--- config.mk ---
export PLATFORM = sky130hd
export DESIGN_NAME = submerged_polygon_area_centroid_unit
export DESIGN_NICKNAME = d
export VERILOG_FILES = /design/src/rtl/spac_pkg.sv /design/src/rtl/spac_divider.sv /design/src/rtl/submerged_polygon_area_centroid_unit.sv
export SDC_FILE = /design/constraint.sdc
export NUM_CORES = 2
export LEC_CHECK = 0
export BUFFER_PORTS_ARGS = -buffer_cell sky130_fd_sc_hd__buf_2
export CAP_MARGIN = 20
export CORE_MARGIN = 3
export CORE_UTILIZATION = 55
export CTS_CLUSTER_SIZE = 24
export DETAILED_ROUTE_END_ITERATION = 16
export PLACE_DENSITY = 0.7
export SLEW_MARGIN = 20
export SYNTH_ARGS = -nofsm -noshare
export SYNTH_HDL_FRONTEND = slang
export SYNTH_SLANG_ARGS = --single-unit
--- constraint.sdc ---
create_clock -name clk_i -period 23.5 [get_ports clk_i]
set_clock_uncertainty 0.15 [all_clocks]
set_input_delay 4.7 -clock clk_i [delete_from_list [all_inputs] [get_ports clk_i]]
set_output_delay 4.7 -clock clk_i [all_outputs]
set_load 0.01 [all_outputs]
--- src/rtl/spac_pkg.sv ---
// Shared types and constants of the submerged polygon area and centroid unit.
`default_nettype none
package spac_pkg;

  localparam int unsigned MaxVertices = 256;
  localparam int unsigned VcntW = 9;
  localparam int unsigned CoordW = 16;
  localparam int unsigned AreaW = 42;
  localparam int unsigned MomW = 60;
  localparam int unsigned DivW = 64;
  localparam logic [9:0] ClipCntMax = 10'd1023;
  localparam logic [VcntW-1:0] VcntMax = 9'd511;

  // Divider request and response.
  typedef struct packed {
    logic            start;
    logic [DivW-1:0] num;
    logic [DivW-1:0] den;
  } div_req_t;

  typedef struct packed {
    logic            done;
    logic [DivW-1:0] quo;
  } div_rsp_t;

endpackage
`default_nettype wire

--- src/rtl/spac_divider.sv ---
// Serial unsigned restoring divider, one quotient bit per cycle.
`default_nettype none
module spac_divider (
  input  wire logic                clk_i,
  input  wire logic                rst_ni,
  input  wire spac_pkg::div_req_t  req_i,
  output spac_pkg::div_rsp_t       rsp_o
);

  localparam int unsigned W = spac_pkg::DivW;

  logic [W-1:0] quo_q, quo_d;
  logic [W-1:0] rem_q, rem_d;
  logic [W-1:0] den_q, den_d;
  logic [6:0]   cnt_q, cnt_d;
  logic         busy_q, busy_d;
  logic         done_q, done_d;
  logic [W:0]   trial;
  logic [W:0]   shifted;

  always_comb begin
    quo_d   = quo_q;
    rem_d   = rem_q;
    den_d   = den_q;
    cnt_d   = cnt_q;
    busy_d  = busy_q;
    done_d  = 1'b0;
    shifted = {rem_q, quo_q[W-1]};
    trial   = shifted - {1'b0, den_q};
    if (req_i.start) begin
      quo_d  = req_i.num;
      rem_d  = '0;
      den_d  = req_i.den;
      cnt_d  = 7'(W);
      busy_d = 1'b1;
    end else if (busy_q) begin
      if (!trial[W]) begin
        rem_d = trial[W-1:0];
        quo_d = {quo_q[W-2:0], 1'b1};
      end else begin
        rem_d = shifted[W-1:0];
        quo_d = {quo_q[W-2:0], 1'b0};
      end
      cnt_d = cnt_q - 7'd1;
      if (cnt_q == 7'd1) begin
        busy_d = 1'b0;
        done_d = 1'b1;
      end
    end
  end

  always_ff @(posedge clk_i or negedge rst_ni) begin
    if (!rst_ni) begin
      cnt_q  <= '0;
      busy_q <= 1'b0;
      done_q <= 1'b0;
    end else begin
      cnt_q  <= cnt_d;
      busy_q <= busy_d;
      done_q <= done_d;
    end
  end

  always_ff @(posedge clk_i) begin
    quo_q <= quo_d;
    rem_q <= rem_d;
    den_q <= den_d;
  end

  assign rsp_o.done = done_q;
  assign rsp_o.quo  = quo_q;

`ifndef SYNTHESIS
  a_done_after_busy: assert property (@(posedge clk_i) disable iff (!rst_ni)
    done_q |-> $past(busy_q)) else $error("done without busy");
  a_done_idle: assert property (@(posedge clk_i) disable iff (!rst_ni)
    done_q |-> !busy_q) else $error("busy at done");
  a_cnt_zero: assert property (@(posedge clk_i) disable iff (!rst_ni)
    !busy_q |-> cnt_q == 7'd0) else $error("count left over");
`endif

endmodule
`default_nettype wire

--- src/rtl/submerged_polygon_area_centroid_unit.sv ---
// Top level: vertex intake, sequencer, shared multiplier and result register.
//
// Usage: write water_level (signed Q7.8) on cfg_valid_i/cfg_ready_o/cfg_data_i;
// cfg_ready_o is high only while the sequencer is idle. Vertices enter on
// s_axis, one item per vertex: tdata = {vertex_y, vertex_x}, tlast marks the
// final vertex. On a tlast item one result item leaves on m_axis:
// tdata = {centroid_y, centroid_x, submerged_area}, tuser = empty_res.
// Timing: s_axis_tready is low while a vertex is in work. A first vertex that
// is not the last one is stored without leaving the idle state. A crossing
// runs the 17x34 multiplier once and the 64 bit serial divider to get the
// clipped x; every clipped point after the first runs the products for the
// shoelace and moment sums in StMul1 to StMul4. The last vertex adds the
// closing edge, the closing sum and two centroid divisions.
// Reset: clears all polygon state, sets water_level to zero; no result pending.
// Stall: a result waits in the output register while m_axis_tready is low;
// further vertices are taken until the next result is ready to leave.
`default_nettype none
module submerged_polygon_area_centroid_unit (
  input  wire logic        clk_i,
  input  wire logic        rst_ni,
  input  wire logic        cfg_valid_i,
  output logic             cfg_ready_o,
  input  wire logic [15:0] cfg_data_i,
  input  wire logic        s_axis_tvalid,
  output logic             s_axis_tready,
  input  wire logic [31:0] s_axis_tdata,   // vertex_x, vertex_y
  input  wire logic        s_axis_tlast,   // last_vertex
  output logic             m_axis_tvalid,
  input  wire logic        m_axis_tready,
  output logic [63:0]      m_axis_tdata,   // submerged_area, centroid_x, centroid_y
  output logic             m_axis_tuser    // empty_res
);

  localparam int unsigned W = spac_pkg::DivW;

  typedef enum logic [12:0] {
    StIdle  = 13'b0000000000001,
    StEdge  = 13'b0000000000010,
    StXmul  = 13'b0000000000100,
    StXdiv  = 13'b0000000001000,
    StDivW  = 13'b0000000010000,
    StEmit  = 13'b0000000100000,
    StMul1  = 13'b0000001000000,
    StMul2  = 13'b0000010000000,
    StMul3  = 13'b0000100000000,
    StMul4  = 13'b0001000000000,
    StFinal = 13'b0010000000000,
    StCdiv  = 13'b0100000000000,
    StOut   = 13'b1000000000000
  } state_e;

  state_e state_q;

  logic signed [15:0] wl_q;
  logic started_q;
  logic signed [15:0] fx_q, fy_q, px_q, py_q, cx_q, cy_q;
  logic signed [15:0] fcx_q, fcy_q, lcx_q, lcy_q;
  logic signed [15:0] ex_q;
  logic [9:0] ccnt_q;
  logic [spac_pkg::VcntW-1:0] vcnt_q;
  logic signed [spac_pkg::AreaW-1:0] area_q;
  logic signed [spac_pkg::MomW-1:0] mx_q, my_q;
  logic last_q;
  logic phase_q;       // 0: edge prev->cur, 1: closing edge cur->first
  logic cross_q;       // crossing point pending emit
  logic keep_q;        // end point pending emit
  logic closing_q;     // closing accumulate pending
  logic closed_q;      // closing accumulate done
  logic neg_q;
  logic cidx_q;        // centroid division index
  logic signed [33:0] cr_q;
  logic signed [50:0] prod_q;
  logic [63:0]  res_q;
  logic         rempty_q;

  logic         ovalid_q;
  logic [63:0]  odata_q;
  logic         oempty_q;
  logic         out_load;

  spac_pkg::div_req_t dreq;
  spac_pkg::div_rsp_t drsp;

  spac_divider u_div (
    .clk_i  (clk_i),
    .rst_ni (rst_ni),
    .req_i  (dreq),
    .rsp_o  (drsp)
  );

  logic in_acc;
  assign s_axis_tready = (state_q == StIdle);
  assign in_acc = s_axis_tvalid && s_axis_tready;
  assign cfg_ready_o = (state_q == StIdle);
  assign out_load = (state_q == StOut) && (!ovalid_q || m_axis_tready);

  // edge endpoints for current phase
  logic signed [15:0] ax, ay, bx, by;
  always_comb begin
    if (phase_q) begin
      ax = cx_q; ay = cy_q; bx = fx_q; by = fy_q;
    end else begin
      ax = px_q; ay = py_q; bx = cx_q; by = cy_q;
    end
  end

  logic ain, bin;
  assign ain = ay <= wl_q;
  assign bin = by <= wl_q;

  logic signed [16:0] dy, dx, dw, ady;
  assign dy = 17'(by) - 17'(ay);
  assign dx = 17'(bx) - 17'(ax);
  assign dw = 17'(wl_q) - 17'(ay);
  assign ady = dy[16] ? -dy : dy;

  // point to emit: closing pair, crossing, or kept end point
  logic signed [15:0] pt_x, pt_y;
  always_comb begin
    if (closing_q) begin
      pt_x = fcx_q; pt_y = fcy_q;
    end else if (cross_q) begin
      pt_x = ex_q; pt_y = wl_q;
    end else begin
      pt_x = bx; pt_y = by;
    end
  end

  // shared multiplier
  logic signed [16:0] op_a;
  logic signed [33:0] op_b;
  logic signed [50:0] mul;
  always_comb begin
    case (state_q)
      StXmul: begin
        op_a = dw; op_b = 34'(dx);
      end
      StMul1: begin
        op_a = 17'(lcx_q); op_b = 34'(pt_y);
      end
      StMul2: begin
        op_a = 17'(pt_x); op_b = 34'(lcy_q);
      end
      StMul3: begin
        op_a = 17'(lcx_q) + 17'(pt_x); op_b = cr_q;
      end
      StMul4: begin
        op_a = 17'(lcy_q) + 17'(pt_y); op_b = cr_q;
      end
      default: begin
        op_a = '0; op_b = '0;
      end
    endcase
  end
  assign mul = op_a * op_b;

  // signed quotient with rounding: q = (2|n| + |d|) / (2|d|)
  logic signed [63:0] divq_s;
  assign divq_s = neg_q ? -$signed(drsp.quo) : $signed(drsp.quo);
  logic signed [18:0] xsum;
  assign xsum = 19'(ax) + 19'($signed(divq_s[17:0]));
  logic big;
  assign big = !(divq_s[63:17] == '0 || divq_s[63:17] == '1);
  logic signed [15:0] xsat;
  always_comb begin
    if (big) xsat = divq_s[63] ? -16'sd32768 : 16'sd32767;
    else if (xsum > 19'sd32767) xsat = 16'sd32767;
    else if (xsum < -19'sd32768) xsat = -16'sd32768;
    else xsat = xsum[15:0];
  end
  logic signed [15:0] qsat;
  always_comb begin
    if (divq_s > 64'sd32767) qsat = 16'sd32767;
    else if (divq_s < -64'sd32768) qsat = -16'sd32768;
    else qsat = divq_s[15:0];
  end

  logic [W-1:0] pabs;
  assign pabs = prod_q[50] ? W'(-prod_q) : W'(prod_q);
  logic [W-1:0] abs_area;
  assign abs_area = area_q[spac_pkg::AreaW-1] ? W'(-area_q) : W'(area_q);
  logic [W-1:0] d3;
  assign d3 = (abs_area << 1) + abs_area;
  logic signed [spac_pkg::MomW-1:0] msel;
  assign msel = (state_q == StFinal) ? mx_q : my_q;
  logic [W-1:0] mabs;
  assign mabs = msel[spac_pkg::MomW-1] ? W'(-msel) : W'(msel);
  logic [W-1:0] half_area;
  assign half_area = (abs_area + W'(1)) >> 1;

  always_comb begin
    dreq.start = 1'b0;
    dreq.num = '0;
    dreq.den = '0;
    if (state_q == StXdiv) begin
      dreq.start = 1'b1;
      dreq.num = (pabs << 1) + W'(ady);
      dreq.den = W'(ady) << 1;
    end else if (state_q == StFinal || (state_q == StCdiv && drsp.done && !cidx_q)) begin
      dreq.start = 1'b1;
      dreq.num = (mabs << 1) + d3;
      dreq.den = d3 << 1;
    end
  end

  always_ff @(posedge clk_i or negedge rst_ni) begin
    if (!rst_ni) begin
      state_q <= StIdle;
      wl_q <= '0;
      started_q <= 1'b0;
      ccnt_q <= '0;
      vcnt_q <= '0;
      area_q <= '0;
      mx_q <= '0;
      my_q <= '0;
      phase_q <= 1'b0;
      cross_q <= 1'b0;
      keep_q <= 1'b0;
      closing_q <= 1'b0;
      closed_q <= 1'b0;
      neg_q <= 1'b0;
      cidx_q <= 1'b0;
      last_q <= 1'b0;
      fx_q <= '0; fy_q <= '0; px_q <= '0; py_q <= '0;
      cx_q <= '0; cy_q <= '0; ex_q <= '0;
      fcx_q <= '0; fcy_q <= '0; lcx_q <= '0; lcy_q <= '0;
      cr_q <= '0; prod_q <= '0;
      res_q <= '0; rempty_q <= 1'b0;
    end else begin
      if (cfg_valid_i && cfg_ready_o) wl_q <= cfg_data_i;
      case (state_q)
        StIdle: begin
          if (in_acc) begin
            cx_q <= s_axis_tdata[15:0];
            cy_q <= s_axis_tdata[31:16];
            last_q <= s_axis_tlast;
            if (!started_q) begin
              started_q <= 1'b1;
              fx_q <= s_axis_tdata[15:0];
              fy_q <= s_axis_tdata[31:16];
              vcnt_q <= spac_pkg::VcntW'(1);
              if (s_axis_tlast) begin
                phase_q <= 1'b1;
                state_q <= StEdge;
              end else begin
                px_q <= s_axis_tdata[15:0];
                py_q <= s_axis_tdata[31:16];
              end
            end else if (32'(vcnt_q) >= spac_pkg::MaxVertices && !s_axis_tlast) begin
              state_q <= StIdle;
            end else begin
              if (vcnt_q < spac_pkg::VcntMax) vcnt_q <= vcnt_q + spac_pkg::VcntW'(1);
              state_q <= StEdge;
            end
          end
        end
        StEdge: begin
          cross_q <= ain != bin;
          keep_q <= bin;
          state_q <= (ain != bin) ? StXmul : StEmit;
        end
        StXmul: begin
          prod_q <= mul;
          state_q <= StXdiv;
        end
        StXdiv: begin
          neg_q <= prod_q[50] ^ dy[16];
          state_q <= StDivW;
        end
        StDivW: if (drsp.done) begin
          ex_q <= xsat;
          state_q <= StEmit;
        end
        StEmit: begin
          if (cross_q || keep_q || closing_q) begin
            if (ccnt_q != 10'd0) begin
              state_q <= StMul1;
            end else begin
              fcx_q <= pt_x; fcy_q <= pt_y;
              lcx_q <= pt_x; lcy_q <= pt_y;
              ccnt_q <= ccnt_q + 10'd1;
              if (cross_q) cross_q <= 1'b0; else keep_q <= 1'b0;
            end
          end else if (!phase_q && last_q) begin
            phase_q <= 1'b1;
            state_q <= StEdge;
          end else if (phase_q && !closed_q && ccnt_q >= 10'd2) begin
            closing_q <= 1'b1;
            closed_q <= 1'b1;
          end else if (last_q) begin
            if (ccnt_q < 10'd3 || area_q == '0) begin
              res_q <= '0;
              rempty_q <= 1'b1;
              state_q <= StOut;
            end else begin
              res_q[31:0] <= (half_area > W'(32'hFFFFFFFF)) ? 32'hFFFFFFFF
                             : half_area[31:0];
              rempty_q <= 1'b0;
              neg_q <= mx_q[spac_pkg::MomW-1] ^ area_q[spac_pkg::AreaW-1];
              state_q <= StFinal;
            end
          end else begin
            px_q <= cx_q; py_q <= cy_q;
            state_q <= StIdle;
          end
        end
        StMul1: begin
          prod_q <= mul;
          state_q <= StMul2;
        end
        StMul2: begin
          cr_q <= 34'(prod_q - mul);
          area_q <= area_q + spac_pkg::AreaW'(prod_q - mul);
          state_q <= StMul3;
        end
        StMul3: begin
          mx_q <= mx_q + spac_pkg::MomW'(mul);
          state_q <= StMul4;
        end
        StMul4: begin
          my_q <= my_q + spac_pkg::MomW'(mul);
          if (closing_q) begin
            closing_q <= 1'b0;
          end else begin
            lcx_q <= pt_x; lcy_q <= pt_y;
            if (ccnt_q < spac_pkg::ClipCntMax) ccnt_q <= ccnt_q + 10'd1;
            if (cross_q) cross_q <= 1'b0; else keep_q <= 1'b0;
          end
          state_q <= StEmit;
        end
        StFinal: begin
          cidx_q <= 1'b0;
          state_q <= StCdiv;
        end
        StCdiv: if (drsp.done) begin
          if (!cidx_q) begin
            res_q[47:32] <= qsat;
            cidx_q <= 1'b1;
            neg_q <= my_q[spac_pkg::MomW-1] ^ area_q[spac_pkg::AreaW-1];
          end else begin
            res_q[63:48] <= qsat;
            state_q <= StOut;
          end
        end
        StOut: if (out_load) begin
          state_q <= StIdle;
          started_q <= 1'b0;
          fx_q <= '0; fy_q <= '0; px_q <= '0; py_q <= '0;
          fcx_q <= '0; fcy_q <= '0; lcx_q <= '0; lcy_q <= '0;
          ccnt_q <= '0; vcnt_q <= '0;
          area_q <= '0; mx_q <= '0; my_q <= '0;
          cidx_q <= 1'b0; last_q <= 1'b0; closing_q <= 1'b0;
          closed_q <= 1'b0; phase_q <= 1'b0;
        end
        default: state_q <= StIdle;
      endcase
    end
  end

  always_ff @(posedge clk_i or negedge rst_ni) begin
    if (!rst_ni) begin
      ovalid_q <= 1'b0;
      odata_q <= '0;
      oempty_q <= 1'b0;
    end else if (out_load) begin
      ovalid_q <= 1'b1;
      odata_q <= res_q;
      oempty_q <= rempty_q;
    end else if (m_axis_tready) begin
      ovalid_q <= 1'b0;
    end
  end

  assign m_axis_tvalid = ovalid_q;
  assign m_axis_tdata  = odata_q;
  assign m_axis_tuser  = oempty_q;

`ifndef SYNTHESIS
  a_hold: assert property (@(posedge clk_i) disable iff (!rst_ni)
    m_axis_tvalid && !m_axis_tready |=> m_axis_tvalid && $stable(m_axis_tdata))
    else $error("result dropped");
  a_state_onehot: assert property (@(posedge clk_i) disable iff (!rst_ni)
    $onehot(state_q)) else $error("state not one-hot");
  a_empty_zero: assert property (@(posedge clk_i) disable iff (!rst_ni)
    m_axis_tvalid && m_axis_tuser |-> m_axis_tdata == '0) else $error("empty nonzero");
`endif

endmodule
`default_nettype wire

==> out/metrics.cfg <==
[synthesis]
syn_avg_cell_area_um2 = 8.21
synth_common_cells = 1601 x nand2_1, 923 x o21ai_0, 850 x inv_1
synth_edf_count = 127
ys_async_sr_fraction_pct = 76.4
ys_warn_count = 0
ys_seq_elements = 811
synth_cell_types = 97
synth_area_leaders = dfrtp_1 17%, fa_1 13%, ha_1 9.8%
yosys.cell_count.top_type = nand2_1
yosysTopAreaCell = dfrtp_1
synth_top_area_share_pct = 17.4
synthCells = 10900
syn-cell-area_um2 = 89100
synth_seq_area_share_pct = 23.1
synth_flop_cell = dfrtp_1

[global_route]
grt-ovfl-total = 0
grt_start_max_net_pins = 98
grt_use_total_pct = 36.4
grt_pass1_wl_mm = 473
antenna_found_initial = 14
grt_pass1_vias = 78000

[hold_path]
hold_start = m_axis_tdata[55]$_DFFE_PN0P_
hold_class = reg2reg

[floorplan]
io_pins = 122
die_w_um = 408
die_h_um = 408
die-area_um2 = 167000
rows = 147
start_util_pct = 55.4
coreArea_um2 = 161000

[worst_setup_path]
start_kind = flip-flop
critPathMaxStageDelay_ps = 990
setup.worst_path.start = phase_q$_DFFE_PN0P_
cp.required_ps = 23950
timing.rr.start = phase_q$_DFFE_PN0P_
slowest_stage = a2111oi_0
critPathMaxFanout = 50
worstPathArrival_ps = 17110
crit_type = reg2reg
endpoint_kind = flip-flop
reg2reg_slack_ps = 6840

[route]
drc = 0
ant_nets = 0
drt-total-wl_mm = 310
vias = 81700
dr.pass1.iters = 6
wl_per_cell_um = 23.9
drtIter0Drc = 8850
vias_per_cell = 6.28

[placed_design]
hpwl_mm = 246
postPlaceCellArea_um2 = 91900
gp_congestion = 0.990
dpl_worst_slack_ps = 7120
port_buffers = 121

[timing]
fin_ws_ps = 6840
worstMarginPinSlew_ps = 1170
slew_headroom_pct = 22.2
fmax_mhz = 60.0
finalHoldViolCount = 0
setup-tns-final_ps = 0
finalCritPeriodShare_pct = 70.9
slew_violations = 0
rsz0062_at_grt = false
setup_viol = 0
fin_crit_ps = 16660

[cts]
clock_latency_ps = 780
cts.reportedPaths.clkPinSlew_ps = 60
ctsHoldBuffers = 0
cts_setup_buffers = 0
tritoncts = done
cts_root_buf = clkbuf_16
cts.sinks = 811
cts_buffers = 97
clk_path_buf_depth = 3
ctsResizeCount = 0
cts_max_level = 3

[final_layout]
utilization_pct = 59.4
nNetsFinal = 12100
final_area_um2 = 95500
area.growth.synth_to_final_pct = 7.26
layout-drive-gt1-share_pct = 5.58

[power_and_ir_drop]
cellPowerDensity_nw_per_um2 = 124
p_comb_share_pct = 67.7
power.switching_w = 0.00608
p_leak_nw = 47.0
swShare_pct = 51.3
p_total_w = 0.0118
p_int_w = 0.00577
power_frac_seq_pct = 17.8
irDropWorstVdd_mv = 0.262
clock_power_share_pct = 14.6

[status]
status = finished, final reports clean

[flow_run]
maxCapViolations = 0

logic make-up after synthesis:
group           share of synthesized area (%)
compound gates                           20.2
xor+xnor                                 7.79
fa+ha+maj                                22.5
buf+inv                                  5.67
flops                                    23.1
mux                                      2.91
other cells                           0.00421
simple gates                             17.8
path summary, 6_finish.rpt:
check,cells after the start,endpoint
worst max-delay path,52,mx_q[59]$_DFFE_PN0P_
worst min-delay path,2,m_axis_tdata[55]$_DFFE_PN0P_
worst max register to register,52,mx_q[59]$_DFFE_PN0P_
worst min register to register,2,m_axis_tdata[55]$_DFFE_PN0P_
max in group asynchronous,6,mx_q[25]$_DFFE_PN0P_
min in group asynchronous,1,cx_q[9]$_DFFE_PN0P_
cell type report:
cell class	count	area (um2)
antenna	2	5.00
clock buffer	117	2590
clock inverter	67	1040
fill	14600	65200
inverter	855	3210
multi-input combinational	8753	63900
sequential	811	20600
tap	2160	2700
timing repair buffer	236	1480
flip-flops by register name, summed over array words and instances, names as in the netlist, 34 cells and up:
| register | cells |
|---|---|
| u_div.rem_q | 64 |
| cr_q | 34 |
| my_q | 60 |
| m_axis_tdata | 64 |
| res_q | 64 |
| u_div.den_q | 63 |
| area_q | 42 |
| u_div.quo_q | 64 |
| prod_q | 51 |
| mx_q | 60 |
routing by layer:
metal | up-vias | part of all wire (%) | routed length, um | track usage [%]
met2 | 3683 | 43 | 132000 | 54.1
met5 | - | 0.017 | 53 | 0
met3 | 663 | 9.5 | 29600 | 6.97
met4 | 8 | 5.2 | 16200 | 16.2
met1 | 39800 | 43 | 132000 | 51.7
li1 | 37500 | - | - | -
worst max-delay path: cells and delay by family (launching register included):
family / cells / cell delay [ps]
buf+inv: 9 / 1540
flops: 1 / 660
mux: 3 / 820
simple gates: 6 / 1790
fa+ha+maj: 10 / 4540
compound gates: 22 / 6300
xor+xnor: 2 / 570
placed cells by master (no fill, tap or decap), types with 94 or more instances in the layout:
cell type | synthesis | final
o21ai_0 | 923 | 922
xnor2_1 | 457 | 456
buf_2 | 6 | 120
nand2b_1 | 102 | 101
mux2i_1 | 188 | 187
a22oi_1 | 94 | 94
nor2_1 | 713 | 707
buf_4 | 1 | 114
nand4_1 | 109 | 109
clkbuf_16 | 0 | 99
dfrtp_1 | 619 | 615
nor3_1 | 166 | 164
fa_1 | 566 | 566
xor2_1 | 335 | 335
o21bai_1 | 96 | 95
nand3_1 | 293 | 293
nand2_1 | 1601 | 1596
ha_1 | 695 | 695
a21o_1 | 351 | 351
edfxtp_1 | 127 | 127
inv_1 | 850 | 848
a21oi_1 | 721 | 720
power groups by stage:
stage	sequential (W)	combinational, W	clock, W
floorplan	0.00193	0.00567	0
global placement	0.00210	0.00766	0
detailed placement	0.00211	0.00774	0
CTS	0.00208	0.00781	0.00174
global route	0.00213	0.00868	0.00180
finish	0.00210	0.00802	0.00172
per-stage QoR:
stage | hold WS, ps | instances
floorplan | 288 | 10900
global placement | 295 | 12800
detailed placement | 300 | 12800
CTS | 313 | 13000
global route | 331 | 13000
finish | 309 | 13000
(Power assumes the default switching activity.)
